`src/rtl/rlsf_pkg.sv`:
```
// Package with shared types, constants and codes of the RPM lag and slew filter.
package rlsf_pkg;

  localparam int unsigned NumFans  = 8;
  localparam int unsigned FanBits  = 3;
  localparam int unsigned RpmBits  = 16;
  localparam int unsigned TimeBits = 32;

  localparam int unsigned CfgBits    = 16;
  localparam int unsigned CfgIdxBits = 3;
  localparam int unsigned AlphaShift = 12;
  localparam int unsigned MsPerS     = 1000;
  localparam int unsigned MinFloor   = 10;

  typedef enum logic [CfgIdxBits-1:0] {
    REG_MAX_RPM  = 3'd0,
    REG_STOP_RPM = 3'd1,
    REG_TAU_MS   = 3'd2,
    REG_SLEW     = 3'd3,
    REG_MIN_DT   = 3'd4,
    REG_MAX_DT   = 3'd5
  } reg_idx_e;

  typedef enum logic [1:0] {
    KIND_STOPPED   = 2'd0,
    KIND_SNAPPED   = 2'd1,
    KIND_UNCHANGED = 2'd2,
    KIND_STEP      = 2'd3
  } kind_e;

  typedef struct packed {
    logic [FanBits-1:0]  fan_index;
    logic [RpmBits-1:0]  raw_rpm;
    logic [TimeBits-1:0] now_ms;
  } in_item_t;

  typedef struct packed {
    logic [RpmBits-1:0] filtered_rpm;
    logic [1:0]         update_kind;
  } out_item_t;

  typedef struct packed {
    logic [CfgBits-1:0] max_rpm;
    logic [CfgBits-1:0] stop_rpm;
    logic [CfgBits-1:0] tau_ms;
    logic [CfgBits-1:0] slew;
    logic [CfgBits-1:0] min_dt;
    logic [CfgBits-1:0] max_dt;
  } cfg_t;

  // Commands from the controller to the datapath.
  typedef struct packed {
    logic load;
    logic decide;
    logic div_start;
    logic div_step;
    logic mul_step;
    logic finish;
    logic commit;
  } dp_cmd_t;

  // Status from the datapath to the controller.
  typedef struct packed {
    logic need_filter;
  } dp_sts_t;

endpackage

```
`src/rtl/rlsf_ctrl.sv`:
```
// Controller state machine sequencing the serial divide and multiply steps.
module rlsf_ctrl (
  input  logic              clk_i,
  input  logic              rst_ni,
  input  logic              in_valid_i,
  output logic              in_stall_o,
  output logic              out_valid_o,
  input  logic              out_stall_i,
  output rlsf_pkg::dp_cmd_t cmd_o,
  input  rlsf_pkg::dp_sts_t sts_i
);
  import rlsf_pkg::*;

  localparam int unsigned DivSteps = 29;
  localparam int unsigned MulSteps = 13;

  typedef enum logic [2:0] {
    ST_IDLE, ST_DECIDE, ST_DIV, ST_MUL, ST_FINISH, ST_OUT
  } state_e;

  state_e     state_q, state_d;
  logic [4:0] cnt_q, cnt_d;
  logic       out_valid_q, out_valid_d;
  logic       in_fire;

  // The output register frees once its beat is taken, so a new item may enter.
  assign in_stall_o = (state_q != ST_IDLE) || (out_valid_q && out_stall_i);
  assign in_fire    = in_valid_i && !in_stall_o;
  assign out_valid_o = out_valid_q;

  always_comb begin
    state_d     = state_q;
    cnt_d       = cnt_q;
    out_valid_d = out_valid_q && out_stall_i;
    cmd_o       = '0;
    unique case (state_q)
      ST_IDLE: begin
        if (in_fire) begin
          cmd_o.load = 1'b1;
          state_d    = ST_DECIDE;
        end
      end
      ST_DECIDE: begin
        cmd_o.decide = 1'b1;
        if (sts_i.need_filter) begin
          cmd_o.div_start = 1'b1;
          cnt_d   = '0;
          state_d = ST_DIV;
        end else begin
          state_d = ST_OUT;
        end
      end
      ST_DIV: begin
        cmd_o.div_step = 1'b1;
        cnt_d = cnt_q + 5'd1;
        if (cnt_q == 5'(DivSteps - 1)) begin
          cnt_d   = '0;
          state_d = ST_MUL;
        end
      end
      ST_MUL: begin
        cmd_o.mul_step = 1'b1;
        cnt_d = cnt_q + 5'd1;
        if (cnt_q == 5'(MulSteps - 1)) begin
          state_d = ST_FINISH;
        end
      end
      ST_FINISH: begin
        cmd_o.finish = 1'b1;
        state_d = ST_OUT;
      end
      ST_OUT: begin
        if (!(out_valid_q && out_stall_i)) begin
          cmd_o.commit = 1'b1;
          out_valid_d  = 1'b1;
          state_d      = ST_IDLE;
        end
      end
      default: state_d = ST_IDLE;
    endcase
  end

  always_ff @(posedge clk_i or negedge rst_ni) begin
    if (!rst_ni) begin
      state_q     <= ST_IDLE;
      cnt_q       <= '0;
      out_valid_q <= 1'b0;
    end else begin
      state_q     <= state_d;
      cnt_q       <= cnt_d;
      out_valid_q <= out_valid_d;
    end
  end

endmodule

```
`src/rtl/rlsf_dp.sv`:
```
// Datapath: channel stores, decision logic, serial divider and serial multiplier.
module rlsf_dp (
  input  logic                clk_i,
  input  logic                rst_ni,
  input  rlsf_pkg::cfg_t      cfg_i,
  input  rlsf_pkg::in_item_t  in_data_i,
  input  rlsf_pkg::dp_cmd_t   cmd_i,
  output rlsf_pkg::dp_sts_t   sts_o,
  output rlsf_pkg::out_item_t out_data_o
);
  import rlsf_pkg::*;

  localparam int unsigned ChBits = FanBits;
  localparam int unsigned DtBits = 16;
  localparam int unsigned QuoBits = DtBits + AlphaShift + 1;
  localparam int unsigned DenBits = DtBits + 1;
  localparam int unsigned ProdBits = RpmBits + AlphaShift + 1;
  localparam int unsigned LimBits = 32;
  localparam int unsigned SlewBits = 2 * CfgBits;
  localparam int unsigned LimDiv = MsPerS / 8;
  localparam int unsigned RecipShift = 36;
  localparam int unsigned RecipBits = 30;
  localparam int unsigned LimProdBits = SlewBits - 3 + RecipBits;
  localparam logic [RecipBits-1:0] LimRecip =
    RecipBits'(((64'd1 << RecipShift) + 64'(LimDiv) - 64'd1) / 64'(LimDiv));

  logic [RpmBits-1:0]  filt_q [NumFans];
  logic [TimeBits-1:0] time_q [NumFans];
  logic [NumFans-1:0]  seen_q;

  logic [ChBits-1:0]    ch_q;
  logic [RpmBits-1:0]   raw_q, old_q, res_q;
  logic [TimeBits-1:0]  now_q, dt_q;
  logic                 seen_now_q;
  logic [1:0]           kind_q;
  logic                 neg_q;
  logic [RpmBits-1:0]   mag_q;
  logic [QuoBits-1:0]   quo_q;
  logic [DenBits:0]     rem_q;
  logic [DenBits-1:0]   den_q;
  logic [ProdBits-1:0]  prod_q;
  logic [AlphaShift:0]  alpha_q;
  logic [LimBits-1:0]   lim_q;
  logic [SlewBits-1:0]  slew_dt_q;
  logic [4:0]           mcnt_q;

  logic [ChBits-1:0]    ch_in;
  logic [RpmBits-1:0]   raw_in;
  logic [TimeBits-1:0]  now_in;
  logic [CfgBits-1:0]   floor_rpm;
  logic                 stop_c, snap_c;

  assign ch_in  = in_data_i.fan_index;
  assign raw_in = in_data_i.raw_rpm;
  assign now_in = in_data_i.now_ms;

  assign floor_rpm = (cfg_i.stop_rpm > CfgBits'(MinFloor)) ? cfg_i.stop_rpm
                                                           : CfgBits'(MinFloor);
  assign stop_c = ({8'd0, raw_q} < {8'd0, floor_rpm});
  assign snap_c = !seen_now_q || (dt_q < TimeBits'(cfg_i.min_dt)) ||
                  (dt_q > TimeBits'(cfg_i.max_dt));
  assign sts_o.need_filter = !stop_c && !snap_c && (raw_q != old_q);

  // Restoring divider state for one bit of alpha.
  logic [DenBits:0] rem_sh;
  assign rem_sh = {rem_q[DenBits-1:0], quo_q[QuoBits-1]};

  // Dividing by 1000 is a shift by three and a reciprocal multiply for 125.
  logic [LimProdBits-1:0] lim_prod;
  assign lim_prod = LimProdBits'(slew_dt_q[SlewBits-1:3]) * LimProdBits'(LimRecip);

  // Final step: nudge, slew clamp, floor at zero.
  logic [RpmBits:0]   step_mag;
  logic [RpmBits+1:0] nxt;
  logic [LimBits-1:0] lim_eff;
  always_comb begin
    // Floor shift of a negative product rounds its magnitude up.
    if (neg_q) step_mag = (RpmBits+1)'((prod_q + ProdBits'((1 << AlphaShift) - 1))
                                       >> AlphaShift);
    else step_mag = (RpmBits+1)'(prod_q >> AlphaShift);
    if (step_mag == '0) step_mag = (RpmBits+1)'(1);
    lim_eff = (lim_q == '0) ? LimBits'(1) : lim_q;
    if (LimBits'(step_mag) > lim_eff) step_mag = (RpmBits+1)'(lim_eff);
    if (neg_q) begin
      if ({1'b0, step_mag} > {2'b0, old_q}) nxt = '0;
      else nxt = {2'b0, old_q} - {1'b0, step_mag};
    end else begin
      nxt = {2'b0, old_q} + {1'b0, step_mag};
    end
  end

  always_ff @(posedge clk_i) begin
    if (cmd_i.load) begin
      ch_q       <= ch_in;
      raw_q      <= (raw_in > RpmBits'(cfg_i.max_rpm)) ? RpmBits'(cfg_i.max_rpm) : raw_in;
      now_q      <= now_in;
      old_q      <= seen_q[ch_in] ? filt_q[ch_in] : '0;
      seen_now_q <= seen_q[ch_in];
      dt_q       <= now_in - (seen_q[ch_in] ? time_q[ch_in] : '0);
    end
    if (cmd_i.decide) begin
      if (stop_c) begin
        kind_q <= KIND_STOPPED;
        res_q  <= '0;
      end else if (snap_c) begin
        kind_q <= KIND_SNAPPED;
        res_q  <= raw_q;
      end else begin
        kind_q <= (raw_q == old_q) ? KIND_UNCHANGED : KIND_STEP;
        res_q  <= old_q;
      end
      neg_q <= raw_q < old_q;
      mag_q <= (raw_q < old_q) ? old_q - raw_q : raw_q - old_q;
    end
    if (cmd_i.div_start) begin
      quo_q     <= QuoBits'({dt_q[DtBits-1:0], AlphaShift'(0)});
      rem_q     <= '0;
      den_q     <= DenBits'(cfg_i.tau_ms) + DenBits'(dt_q[DtBits-1:0]);
      // The slew budget product is registered; its scaling runs during the divide.
      slew_dt_q <= SlewBits'(cfg_i.slew) * SlewBits'(dt_q[DtBits-1:0]);
      mcnt_q    <= '0;
    end
    if (cmd_i.div_step) begin
      if (den_q != '0 && rem_sh >= {1'b0, den_q}) begin
        rem_q <= rem_sh - {1'b0, den_q};
        quo_q <= {quo_q[QuoBits-2:0], 1'b1};
      end else begin
        rem_q <= rem_sh;
        quo_q <= {quo_q[QuoBits-2:0], 1'b0};
      end
      prod_q <= '0;
      lim_q  <= LimBits'(lim_prod >> RecipShift);
    end
    if (cmd_i.mul_step) begin
      if (mcnt_q == '0) begin
        alpha_q <= quo_q[AlphaShift:0] >> 1;
        prod_q  <= (quo_q[0]) ? ProdBits'(mag_q) : '0;
      end else begin
        prod_q  <= alpha_q[0] ? prod_q + (ProdBits'(mag_q) << mcnt_q) : prod_q;
        alpha_q <= alpha_q >> 1;
      end
      mcnt_q <= mcnt_q + 5'd1;
    end
    if (cmd_i.finish) begin
      res_q <= nxt[RpmBits-1:0];
    end
  end

  always_ff @(posedge clk_i or negedge rst_ni) begin
    if (!rst_ni) begin
      seen_q <= '0;
    end else if (cmd_i.commit) begin
      seen_q[ch_q] <= 1'b1;
    end
  end

  always_ff @(posedge clk_i) begin
    if (cmd_i.commit) begin
      filt_q[ch_q] <= res_q;
      time_q[ch_q] <= now_q;
      out_data_o.filtered_rpm <= res_q;
      out_data_o.update_kind  <= kind_q;
    end
  end

endmodule

```
`src/rtl/rpm_lag_slew_filter.sv`:
```
// Top level of the per-channel RPM lag filter with slew limit.
//
//  Channel  Handshake           Beat
//  in       in_valid/in_stall   fan_index, raw_rpm, now_ms
//  out      out_valid/out_stall filtered_rpm, update_kind
//  cfg      cfg_valid/cfg_ready register index, 16-bit data
//
// A stop, snap or unchanged sample goes through the load, decide and output states.
// A filtered step also runs the bit-serial alpha divider, then the shift-add
// multiplier and a finish state before the output state.
// Reset clears the seen flags; the stores need no clearing pass.
// A stalled result holds the output register; the next item waits for it.
module rpm_lag_slew_filter (
  input  logic                clk_i,
  input  logic                rst_ni,
  input  logic                in_valid_i,
  output logic                in_stall_o,
  input  rlsf_pkg::in_item_t  in_data_i,
  output logic                out_valid_o,
  input  logic                out_stall_i,
  output rlsf_pkg::out_item_t out_data_o,
  input  logic                cfg_valid_i,
  output logic                cfg_ready_o,
  input  logic [2:0]          cfg_index_i,
  input  logic [15:0]         cfg_data_i
);
  import rlsf_pkg::*;

  cfg_t    cfg_q;
  dp_cmd_t cmd;
  dp_sts_t sts;

  assign cfg_ready_o = 1'b1;

  always_ff @(posedge clk_i or negedge rst_ni) begin
    if (!rst_ni) begin
      cfg_q.max_rpm  <= 16'd5000;
      cfg_q.stop_rpm <= 16'd50;
      cfg_q.tau_ms   <= 16'd1000;
      cfg_q.slew     <= 16'd1500;
      cfg_q.min_dt   <= 16'd100;
      cfg_q.max_dt   <= 16'd5000;
    end else if (cfg_valid_i) begin
      unique case (cfg_index_i)
        REG_MAX_RPM:  cfg_q.max_rpm  <= cfg_data_i;
        REG_STOP_RPM: cfg_q.stop_rpm <= cfg_data_i;
        REG_TAU_MS:   cfg_q.tau_ms   <= cfg_data_i;
        REG_SLEW:     cfg_q.slew     <= cfg_data_i;
        REG_MIN_DT:   cfg_q.min_dt   <= cfg_data_i;
        REG_MAX_DT:   cfg_q.max_dt   <= cfg_data_i;
        default: ;
      endcase
    end
  end

  rlsf_ctrl u_ctrl (
    .clk_i, .rst_ni, .in_valid_i, .in_stall_o, .out_valid_o, .out_stall_i,
    .cmd_o(cmd), .sts_i(sts)
  );

  rlsf_dp u_dp (
    .clk_i, .rst_ni, .cfg_i(cfg_q), .in_data_i, .cmd_i(cmd), .sts_o(sts),
    .out_data_o
  );

  a_no_accept_busy: assert property (@(posedge clk_i) disable iff (!rst_ni)
    (in_valid_i && !in_stall_o) |=> in_stall_o) else $error("accept while busy");
  a_out_hold: assert property (@(posedge clk_i) disable iff (!rst_ni)
    (out_valid_o && out_stall_i) |=> $stable(out_data_o)) else $error("result moved");
  a_one_cmd: assert property (@(posedge clk_i) disable iff (!rst_ni)
    $onehot0({cmd.load, cmd.div_step, cmd.mul_step, cmd.finish, cmd.commit}))
    else $error("overlapping commands");

endmodule

```
`config.mk`:
```
export PLATFORM = sky130hd
export DESIGN_NAME = rpm_lag_slew_filter
export DESIGN_NICKNAME = d
export VERILOG_FILES = /design/src/rtl/rlsf_pkg.sv /design/src/rtl/rlsf_ctrl.sv /design/src/rtl/rlsf_dp.sv /design/src/rtl/rpm_lag_slew_filter.sv
export SDC_FILE = /design/constraint.sdc
export NUM_CORES = 2
export LEC_CHECK = 0
export ABC_AREA = 1
export BUFFER_PORTS_ARGS = -buffer_cell sky130_fd_sc_hd__buf_2
export CAP_MARGIN = 20
export CORE_MARGIN = 4
export CORE_UTILIZATION = 45
export DETAILED_ROUTE_END_ITERATION = 8
export GPL_TIMING_DRIVEN = 0
export PLACE_DENSITY = 0.73
export SLEW_MARGIN = 0
export SYNTH_ARGS = -nofsm -noshare
export SYNTH_HDL_FRONTEND = slang
export SYNTH_SLANG_ARGS = --single-unit
```
`constraint.sdc`:
```
create_clock -name clk_i -period 5.6 [get_ports clk_i]
set_input_delay 0.84 -clock clk_i [delete_from_list [all_inputs] [get_ports clk_i]]
set_output_delay 0.84 -clock clk_i [all_outputs]
set_load 0.01 [all_outputs]
```
==> reports/metrics.csv <==
stage,metric,value,unit
pwr,P_leak,35.1,nW
flow_run,max_cap viols,0,
logic_synthesis,#FFs+latches synth,811,
worst_setup_path,CP max stage delay,0.56,ns
timing,Setup WS post-layout,-0.684,ns
logic_synthesis,synthesized instance count,7063,
worst_setup_path,worst reg2reg path endpoint,u_dp.lim_q[6]$_DFFE_PP_,
logic_synthesis,Post-synth EDFFs,698,
cells_and_area,"commonest non-fill, non-tap cells in the layout","nand2_1, inv_1, edfxtp_1",
worst_setup_path,crit path max fanout,4,
cells_and_area,"most common cell after layout, fill and taps aside",nand2_1,
worst_setup_path,Crit path top cell by count,fa_1,
outcome,status,"finished, violations left",
floorplanning,Die Area,151000,um2
placement,dpl cell area,68700,um2
min_path,hold depth,1,
global_route,GRT overflow,0,
logic_synthesis,sequential area share after synthesis,36.7,%
clocking,clock sink total,811,
min_path,hold endpoint,u_dp.ch_q[0]$_DFFE_PP_,
pwr,Tot Pwr,47.2,mW
cells_and_area,fin nets,8808,
logic_synthesis,"Async S/R FF share, synth",13.9,%
min_path,worst hold path class,input pin to flop,
logic_synthesis,"Top FF cell, synth",edfxtp_1,
min_path,Worst Hold Launch,in_data_i[48],
worst_setup_path,WP data required,6.08,ns
cells_and_area,Area Overhead vs Synth,19.0,%
worst_setup_path,Critical Path Sink Type,flop,
cells_and_area,share of post-route cells with drive strength above 1,16.6,%
worst_setup_path,worst reg-to-reg path cell count,21,
clocking,clk_lat worst skew,0.72,ns
timing,"Slew Viols, Final",0,
logic_synthesis,Syn Nets,8324,
global_route,initial antenna violation count,11,
logic_synthesis,post-synthesis area per instance,9.20,um2
placement,RD Place Congestion,0.978,
outcome,failing checks,setup timing,
clocking,htree depth,3,
floorplanning,Ports,96,
worst_setup_path,crit-path leading delay family,adder cells,
worst_setup_path,crit path buf inv count,6,
pwr,internal power,25.8,mW
floorplanning,Initial Util,45.3,%
global_route,total global-route track usage,25.8,%
timing,fmax,159,MHz
timing,RSZ-0062 raised after global routing,true,
cells_and_area,multi-input logic area,38500,um2
pwr,Gate power share,68.3,%
pwr,P_sw,21.4,mW
route,Initial DRT Pass Iterations,6,
global_route,first-pass GRT wire length,303000,um
timing,endpoints failing setup,41,
pwr,Clk pwr share,12.4,%
pwr,Sw Share,45.3,%
route,total number of vias,52785,
floorplanning,Core Area,143000,um2
pwr,worst vdd ir,1.78,mV
route,wire per inst,21.1,um
route,Remaining DRCs,0,
clocking,CTS tree,done,
clocking,Clock Tree Root,clkbuf_16,
timing,crit share post-route,112,%
placement,Port Buf Inserts,94,
clocking,TritonCTS Buffers,85,
timing,fin crit period,6.28,ns
cells_and_area,"Design Area, Final",77300,um2
clocking,Worst-path clk slew,0.06,ns
worst_setup_path,CP arrival,6.76,ns
logic_synthesis,Netlist cell types,74,
timing,Worst Clk Skew,0.0555,ns
worst_setup_path,"Cell Chain, Critical Path",buf_6 -> ha_4 -> ha_2 -> inv_1 -> fa_1 -> inv_1 -> ha_1 -> fa_1 -> inv_2 -> fa_1 -> inv_1 -> fa_1 -> fa_2 -> ha_4 -> nand2_4 -> nor2_4 -> inv_2 -> nor4_4 -> nand2_1 -> o211ai_1 -> xor2_1,
worst_setup_path,Worst setup SP type,flop,
worst_setup_path,critical path's slowest cell,fa_1,
placement,Final HPWL DP,147000,um
pwr,Reg power frac,19.3,%
global_route,vias in the first global route,53202,
clocking,Clock Path Buffers,3,
route,drt initial violations,5092,
cells_and_area,# fillers,12210,
worst_setup_path,register-to-register setup slack,-0.68,ns
floorplanning,row count,139,
route,WL final,201000,um
pwr,Power per Cell Area,610,nW/um2
cells_and_area,final design utilization,53.9,%
global_route,largest net degree at the start of global routing,100,
timing,Max transition margin,30.6,%
floorplanning,Die Wd,388,um
cells_and_area,FF/Latch Area,23800,um2
route,number of routed nets with antenna violations,0,
logic_synthesis,post-synthesis instance area,65000,um2
timing,final hold violations,0,
worst_setup_path,FF-to-FF Start,u_dp.slew_dt_q[8]$_DFFE_PP_,
route,Via density,5.54,
floorplanning,Die Y,388,um
timing,Worst Max-Slew Pin Slew,1.04,ns
logic_synthesis,yosys warns,0,
worst_setup_path,Worst Setup Path Type,flop to flop,
## Yosys cell counts (19+ instances only)
library cell / instances / area [um2]
nor3_1: 51 / 255
clkbuf_1: 163 / 612
nand2_1: 1369 / 5140
buf_2: 36 / 180
edfxtp_1: 698 / 21000
a21oi_1: 349 / 1750
fa_1: 467 / 9350
xnor2_1: 50 / 438
nand3_1: 129 / 646
ha_1: 719 / 9000
a31oi_1: 30 / 188
nor4_1: 23 / 144
xor2_1: 102 / 893
dfrtp_1: 84 / 2100
nand4_1: 51 / 319
inv_1: 1233 / 4630
o22ai_1: 110 / 688
o21ai_0: 553 / 2770
nor2_1: 530 / 1990
o21ai_1: 26 / 130
a21o_1: 31 / 233
o211ai_1: 19 / 143
dfstp_2: 29 / 762
## metrics by stage
stage           TNS, ns  cells  hold WS [ns]  setup WS [ns]
3_3_place_gp   -1065.14   9060         0.446          -2.41
4_1_cts          -14.07   9431         0.271         -0.689
2_1_floorplan     -2.33   7063         0.400         -0.239
5_1_grt          -24.21   9522         0.286         -0.832
3_5_place_dp     -49.60   9083         0.451          -1.30
6_report         -16.79   9525         0.306         -0.684
## timing repair
action,in CTS,in global routing
setup buffers,207,94
gates resized for setup,457,368
endpoints found under the hold margin,12,0
setup endpoints to repair,61,59
hold buffers,1,0
pin swaps,129,241
cloned,1,2
## state kept, by name (all words and copies together), names as in the netlist, 23 cells and up
name            cells
u_dp.quo_q         29
u_dp.now_q         32
cfg_q              96
u_dp.prod_q        29
u_dp.lim_q         23
u_dp.dt_q          32
u_dp.filt_q       128
u_dp.time_q       256
u_dp.slew_dt_q     29
## cell families (layout without fill, tap and decap cells)
kind of cell               Yosys count  in the layout  synth area share [%]
AOI/OAI and AO/OA                 1218           1218                  10.4
buffers and inverters             1468           2021                  8.68
muxes                                5              5                0.0770
other                                1              7               0.00577
adders and majority gates         1186           1186                  28.2
xor gates and xnor gates           154            154                  2.10
DFF                                811            811                  36.7
and+or+nand+nor                   2220           2220                  13.9
## metal layers
metal | global-route usage (%) | vias up | share of wire (%)
met5 | 0 | - | 0.013
met4 | 11.8 | 4 | 5.3
met3 | 4.97 | 560 | 8.8
met2 | 41.4 | 2390 | 46
met1 | 34.0 | 25702 | 40
li1 | - | 24129 | -
## power groups by stage
stage	clock network (mW)	logic, mW	registers [mW]
final	5.87	32.2	9.10
after global placement	0	19.7	9.17
after CTS	5.92	27.9	9.07
after global routing	6.20	34.8	9.14
after floorplan	0	14.5	8.86
after detailed placement	0	20.3	9.15
## worst register-to-register path, cell delays in order, from the launching register on
cell and delay [ns]:
edfxtp_1 0.51, buf_6 0.18, ha_4 0.29, ha_2 0.20
inv_1 0.07, fa_1 0.54, inv_1 0.08, ha_1 0.31
fa_1 0.56, inv_2 0.04, fa_1 0.53, inv_1 0.05
fa_1 0.56, fa_2 0.49, ha_4 0.33, nand2_4 0.08
nor2_4 0.13, inv_2 0.06, nor4_4 0.34, nand2_1 0.08
o211ai_1 0.37, xor2_1 0.31
## area by class of cell
| class | count | area share (%) |
|---|---|---|
| multi-input combinational | 4784 | 49.8 |
| sequential | 811 | 30.8 |
| inverter | 1247 | 6.07 |
| timing repair buffer | 418 | 4.53 |
| tap | 1903 | 3.08 |
| clock buffer | 105 | 2.97 |
| buffer | 200 | 1.86 |
| clock inverter | 51 | 0.824 |
| antenna | 6 | 0.0194 |
## how the worst max path moves through the flow
stage / from / end / depth (start not counted)
after floorplan: u_dp.slew_dt_q[22]$_DFFE_PP_ / u_dp.lim_q[14]$_DFFE_PP_ / 19
after global placement: out_stall_i / u_dp.seen_q[7]$_DFFE_PN0P_ / 5
after detailed placement: u_dp.dt_q[5]$_DFFE_PP_ / u_dp.slew_dt_q[28]$_DFFE_PP_ / 21
after CTS: u_dp.slew_dt_q[19]$_DFFE_PP_ / u_dp.lim_q[6]$_DFFE_PP_ / 19
after global routing: u_dp.slew_dt_q[8]$_DFFE_PP_ / u_dp.lim_q[13]$_DFFE_PP_ / 22
final: u_dp.slew_dt_q[8]$_DFFE_PP_ / u_dp.lim_q[6]$_DFFE_PP_ / 21
Note: power is estimated with default switching activity, not from simulation.
